$ cat src/design/tpc_pkg.sv
package tpc_pkg;

  localparam int ID_COUNT_DEF  = 1024;
  localparam int AGE_BITS_DEF  = 8;

  localparam int TAG_ID_W      = 10;
  localparam int CORNER_W      = 16;
  localparam int CORNERS_W     = 8 * CORNER_W;
  localparam int PERSIST_W     = 8;
  localparam int AGE_OUT_W     = 8;
  // width that ages are extended to, used for compares against persistence
  localparam int AGE_EXT_W     = 16;

  localparam logic [PERSIST_W-1:0] PERSIST_RST = 8'd5;
  localparam logic [AGE_OUT_W-1:0] AGE_OUT_MAX = 8'hFF;

  typedef enum logic [1:0] {
    KIND_DETECT = 2'd0,
    KIND_EOF    = 2'd1,
    KIND_READ   = 2'd2
  } kind_e;

  typedef struct packed {
    logic capture;     // latch the accepted beat
    logic det_write;   // store a detection
    logic lookup;      // read both stores at the beat's id
    logic cnt_clear;   // restart the entry counter
    logic clear_step;  // clearing pass: zero one status entry
    logic sweep_step;  // end of frame: one read-modify-write step
    logic load_out;    // move the result into the output register
  } dp_cmd_t;

  typedef struct packed {
    logic cnt_done;    // counter has passed the last entry
    logic wb_pend;     // sweep write-back still in flight
    logic out_free;    // output register can take a result
  } dp_sts_t;

endpackage

$ cat src/design/tpc_ctrl.sv
module tpc_ctrl (
  input  logic             clk_i,
  input  logic             rst_ni,
  input  logic             in_valid_i,
  output logic             in_stall_o,
  input  logic [1:0]       kind_i,
  input  tpc_pkg::dp_sts_t sts_i,
  output tpc_pkg::dp_cmd_t cmd_o
);
  import tpc_pkg::*;

  localparam logic [1:0] S_CLEAR  = 2'd0;
  localparam logic [1:0] S_IDLE   = 2'd1;
  localparam logic [1:0] S_SWEEP  = 2'd2;
  localparam logic [1:0] S_RESULT = 2'd3;

  logic [1:0] state_q, state_d;
  logic       accept;

  assign accept = in_valid_i && !in_stall_o;

  always_comb begin
    state_d    = state_q;
    cmd_o      = '0;
    in_stall_o = 1'b1;
    unique case (state_q)
      S_CLEAR: begin
        cmd_o.clear_step = 1'b1;
        if (sts_i.cnt_done) begin
          state_d = S_IDLE;
        end
      end
      S_IDLE: begin
        in_stall_o = 1'b0;
        if (in_valid_i) begin
          cmd_o.capture = 1'b1;
          case (kind_i)
            KIND_DETECT: begin
              cmd_o.det_write = 1'b1;
              state_d         = S_RESULT;
            end
            KIND_READ: begin
              cmd_o.lookup = 1'b1;
              state_d      = S_RESULT;
            end
            KIND_EOF: begin
              cmd_o.cnt_clear = 1'b1;
              state_d         = S_SWEEP;
            end
            default: begin
              state_d = S_RESULT;
            end
          endcase
        end
      end
      S_SWEEP: begin
        cmd_o.sweep_step = 1'b1;
        if (sts_i.cnt_done && !sts_i.wb_pend) begin
          state_d = S_RESULT;
        end
      end
      S_RESULT: begin
        if (sts_i.out_free) begin
          cmd_o.load_out = 1'b1;
          state_d        = S_IDLE;
        end
      end
    endcase
  end

  always_ff @(posedge clk_i or negedge rst_ni) begin
    if (!rst_ni) begin
      state_q <= S_CLEAR;
    end else begin
      state_q <= state_d;
    end
  end

  // one beat at a time: busy right after an accept
  a_busy_after_accept: assert property (@(posedge clk_i) disable iff (!rst_ni)
    accept |=> in_stall_o)
    else $error("beat accepted while previous one in flight");

  a_sweep_exit: assert property (@(posedge clk_i) disable iff (!rst_ni)
    (state_q == S_SWEEP) && sts_i.cnt_done && !sts_i.wb_pend |=> state_q == S_RESULT)
    else $error("sweep did not finish");

  a_load_only_result: assert property (@(posedge clk_i) disable iff (!rst_ni)
    cmd_o.load_out |=> !cmd_o.load_out)
    else $error("two results loaded for one beat");

endmodule

$ cat config.mk
export PLATFORM = sky130hd
export DESIGN_NAME = tpc_ctrl
export DESIGN_NICKNAME = d
export VERILOG_FILES = /design/src/design/tpc_pkg.sv /design/src/design/tpc_ctrl.sv
export SDC_FILE = /design/constraint.sdc
export NUM_CORES = 1
export LEC_CHECK = 0
export BUFFER_PORTS_ARGS = -buffer_cell sky130_fd_sc_hd__buf_2
export CAP_MARGIN = 20
export CORE_AREA = 2 2 39 41
export CTS_CLUSTER_SIZE = 14
export DETAILED_ROUTE_END_ITERATION = 7
export DIE_AREA = 0 0 41 43
export PLACE_DENSITY = 0.48
export SYNTH_ARGS = -nofsm -noshare
export SYNTH_HDL_FRONTEND = slang
export SYNTH_SLANG_ARGS = --single-unit
$ cat constraint.sdc
create_clock -name clk_i -period 1.8 [get_ports clk_i]
set_input_delay 0.54 -clock clk_i [delete_from_list [all_inputs] [get_ports clk_i]]
set_output_delay 0.54 -clock clk_i [all_outputs]
set_load 0.01 [all_outputs]
==> summary.txt <==
Layout Nets -> 63
Diodes inserted -> 0
Area grow syn2layout -> 47.1%
Layout Skew -> 0.00391 ns
Reg2reg start -> state_q[1]
Hold crit path type -> primary input to async pin
Met3 WL post-DR -> 27 um
Main flop type after synthesis -> dfrtp_1
TritonCTS Buffers -> 3
Synth Warn # -> 0
Cell with the most instances after synthesis -> ha_1
Max H-tree Level -> 1
Biggest regs -> state_q: 2 flops
Antenna violations before repair -> 0
F_max -> 572 MHz
Tmin final -> 1.75 ns
Place WS -> 0.130 ns
Max clock buf depth -> 2
Family with the most delay on the worst path -> flip-flops
Max FFs per register -> 2
Top reg by flops -> state_q
Worst R2R Path Depth -> 5
Unique masters post-synth -> 17
Port bufs -> 15
CP max-delay cell -> dfrtp_1
Clock Sinks -> 2
Count of final hold-check violations -> 0
DR vias -> 248
Worst Hold Slack -> 0.0918 ns
Worst Tran Pin Value -> 0.321 ns
Post-Route WL -> 550 um
Number of max-cap violations -> 0
Tot GR Track Use -> 7.92%
Clock Power Share -> 16.0%
Ys async rst share -> 100%
Worst Path Max Fanout -> 3
RSZ-0062 raised after global routing -> true
Setup crit end kind -> primary output
Post-route DRC -> 0
Vias/cell -> 3.94
Tcrit/Tclk final -> 97.1%
Core Rows -> 14
Congestion Overflow GR -> 0
Fin cells -> 63
DP Area -> 379 sq um
Post-synth top cells -> ha_1 (6), inv_1 (3)
Met1 WL -> 207 um
# IOs -> 16
CP arrival -> 1.21 ns
Final Setup Violations -> 0
Design area -> 418 sq um
Netlist Area Pre-Place -> 284 sq um
CTS tree -> built
Switching Fraction -> 40.0%
Crit-path cells -> inv_2 > ha_1 > nand2_2 > nor3b_2 > buf_2
Worst reg2reg setup slack -> 0.13 ns
GP Congestion -> 0.640
Synthesized net count -> 42
Core Area -> 1380 sq um
PnR worst setup slack -> 0.0522 ns
Synth Instances -> 28
EDFF count, synth -> 0
First-pass GRT wire length -> 931 um
Vias in the first global route -> 260
R2r endpoint -> state_q[1]
CTS Root Cell -> clkbuf_4
Sequential power share -> 14.9%
Wire per inst -> 8.73 um
Max layer used -> met3
Startpoint types -> flop
Drt first pass iters -> 3
Die area -> 1760 sq um
Sequential area share after synthesis -> 17.6%
Req. time, crit path -> 1.26 ns
Peak VDD IR -> 659 uV
Yosys reg bits -> 2
Total Power -> 624 uW
Pleak -> 0.229 nW
Cell Int Power -> 375 uW
Layout cells sized above 1 -> 57.4%
Placed cell count -> 59
Synth area leaders -> ha_1 (26%), dfrtp_1 (18%), a2111oi_4 (9.7%), mux2_4 (5.3%), nand2b_4 (4.8%)
Worst slew margin -> 78.6%
Synth top area share -> 26.4%
Initial Util -> 20.5%
Largest net degree at the start of global routing -> 6
Power Density -> 1490 nW/um^2
DRT iter0 DRCs -> 1
ANT nets after route -> 0
Switch Pwr -> 250 uW
Yosys top cell by area -> ha_1
Slowest stage delay, CP -> 0.37 ns
WS Path Type -> flop to primary output
Fin. max-slew vios -> 0
Logic gate share of total power -> 69.1%
Run status -> finished clean
CTS clk-pin slew, worst paths -> 0.03 ns
Post-Syn Area per Cell -> 10.1 sq um
CTS Hold Buffers Added -> 0
Die width -> 41 um
Routed length on met2 -> 315 um
Die Y -> 43 um
Worst Path Buf+Inv -> 2
Clock latency at the later pin of the worst-skew pair -> 0.23 ns
[power groups by stage]
stage | logic, mW | clock network [mW] | registers [mW]
final | 0.431 | 0.0998 | 0.0931
after global routing | 0.488 | 0.111 | 0.0977
after CTS | 0.432 | 0.108 | 0.0903
after detailed placement | 0.401 | 0 | 0.0988
after global placement | 0.406 | 0 | 0.0971
after floorplan | 0.307 | 0 | 0.0933
[worst max path at each step]
stage | from | end | slack (ns) | cells after the start
floorplan | state_q[0] | state_q[1] | 0.17 | 5
global placement | state_q[0] | state_q[1] | 0.14 | 5
detailed placement | state_q[0] | state_q[1] | 0.13 | 5
CTS | state_q[1] | cmd_o[4] | 0.01 | 5
global route | state_q[1] | cmd_o[5] | -0.04 | 5
finish | state_q[1] | cmd_o[4] | 0.05 | 5
[stage by stage]
stage / setup TNS, ns / utilization [%]
after floorplan: 0 / -
after global placement: 0 / 27.4
after CTS: 0 / 29.6
after detailed placement: 0 / 27.4
final: 0 / 30.2
after global routing: -0.0829 / 30.2
[cell usage in the layout, fill, tap and decap left out]
| cell | netlist | final |
|---|---|---|
| nor2b_1 | 1 | 1 |
| buf_4 | 0 | 1 |
| nand2b_4 | 1 | 1 |
| dfrtp_1 | 2 | 1 |
| a2bb2oi_1 | 1 | 1 |
| buf_2 | 0 | 15 |
| clkbuf_4 | 0 | 3 |
| a2111oi_4 | 1 | 1 |
| nor3_1 | 2 | 2 |
| nor2_1 | 1 | 1 |
| inv_2 | 0 | 1 |
| and2_1 | 2 | 2 |
| inv_1 | 3 | 2 |
| mux2_4 | 1 | 1 |
| and2b_1 | 1 | 1 |
| ha_1 | 6 | 6 |
| nor3b_2 | 0 | 1 |
| nand2b_1 | 2 | 2 |
| a21oi_1 | 1 | 1 |
| dfrtp_2 | 0 | 1 |
| nand2_2 | 0 | 1 |
| nor2b_4 | 1 | 1 |
[cell families after synthesis]
group	after synthesis	share of synthesized area (%)
AND/OR/NAND/NOR	13	32.2
adder cells (fa/ha/maj)	6	26.4
AO/OA/AOI/OAI	3	14.5
buffers and inverters	3	3.96
flip-flops	2	17.6
multiplexers	1	5.28
[timing repair]
action                                  CTS  global route
setup buffers                             1             0
endpoints found under the hold margin     0             0
endpoints found under the setup margin    2             3
gates resized for setup                   1             3
[cell type report]
cell class	count	area (sq um)
clock buffers	3	22.5
fillers	164	966
inverters	3	11.3
multi-input cells	23	230
flip-flops and latches	2	51.3
well taps	16	20.0
repair buffers	16	82.6
[metal layers]
layer | vias up | global-route usage, %
met1 | 113 | 8.65
met2 | 5 | 12.5
met5 | - | 0
met4 | 0 | 6.00
met3 | 0 | 1.57
li1 | 130 | -
No activity file was read; power rests on OpenSTA's default activity.
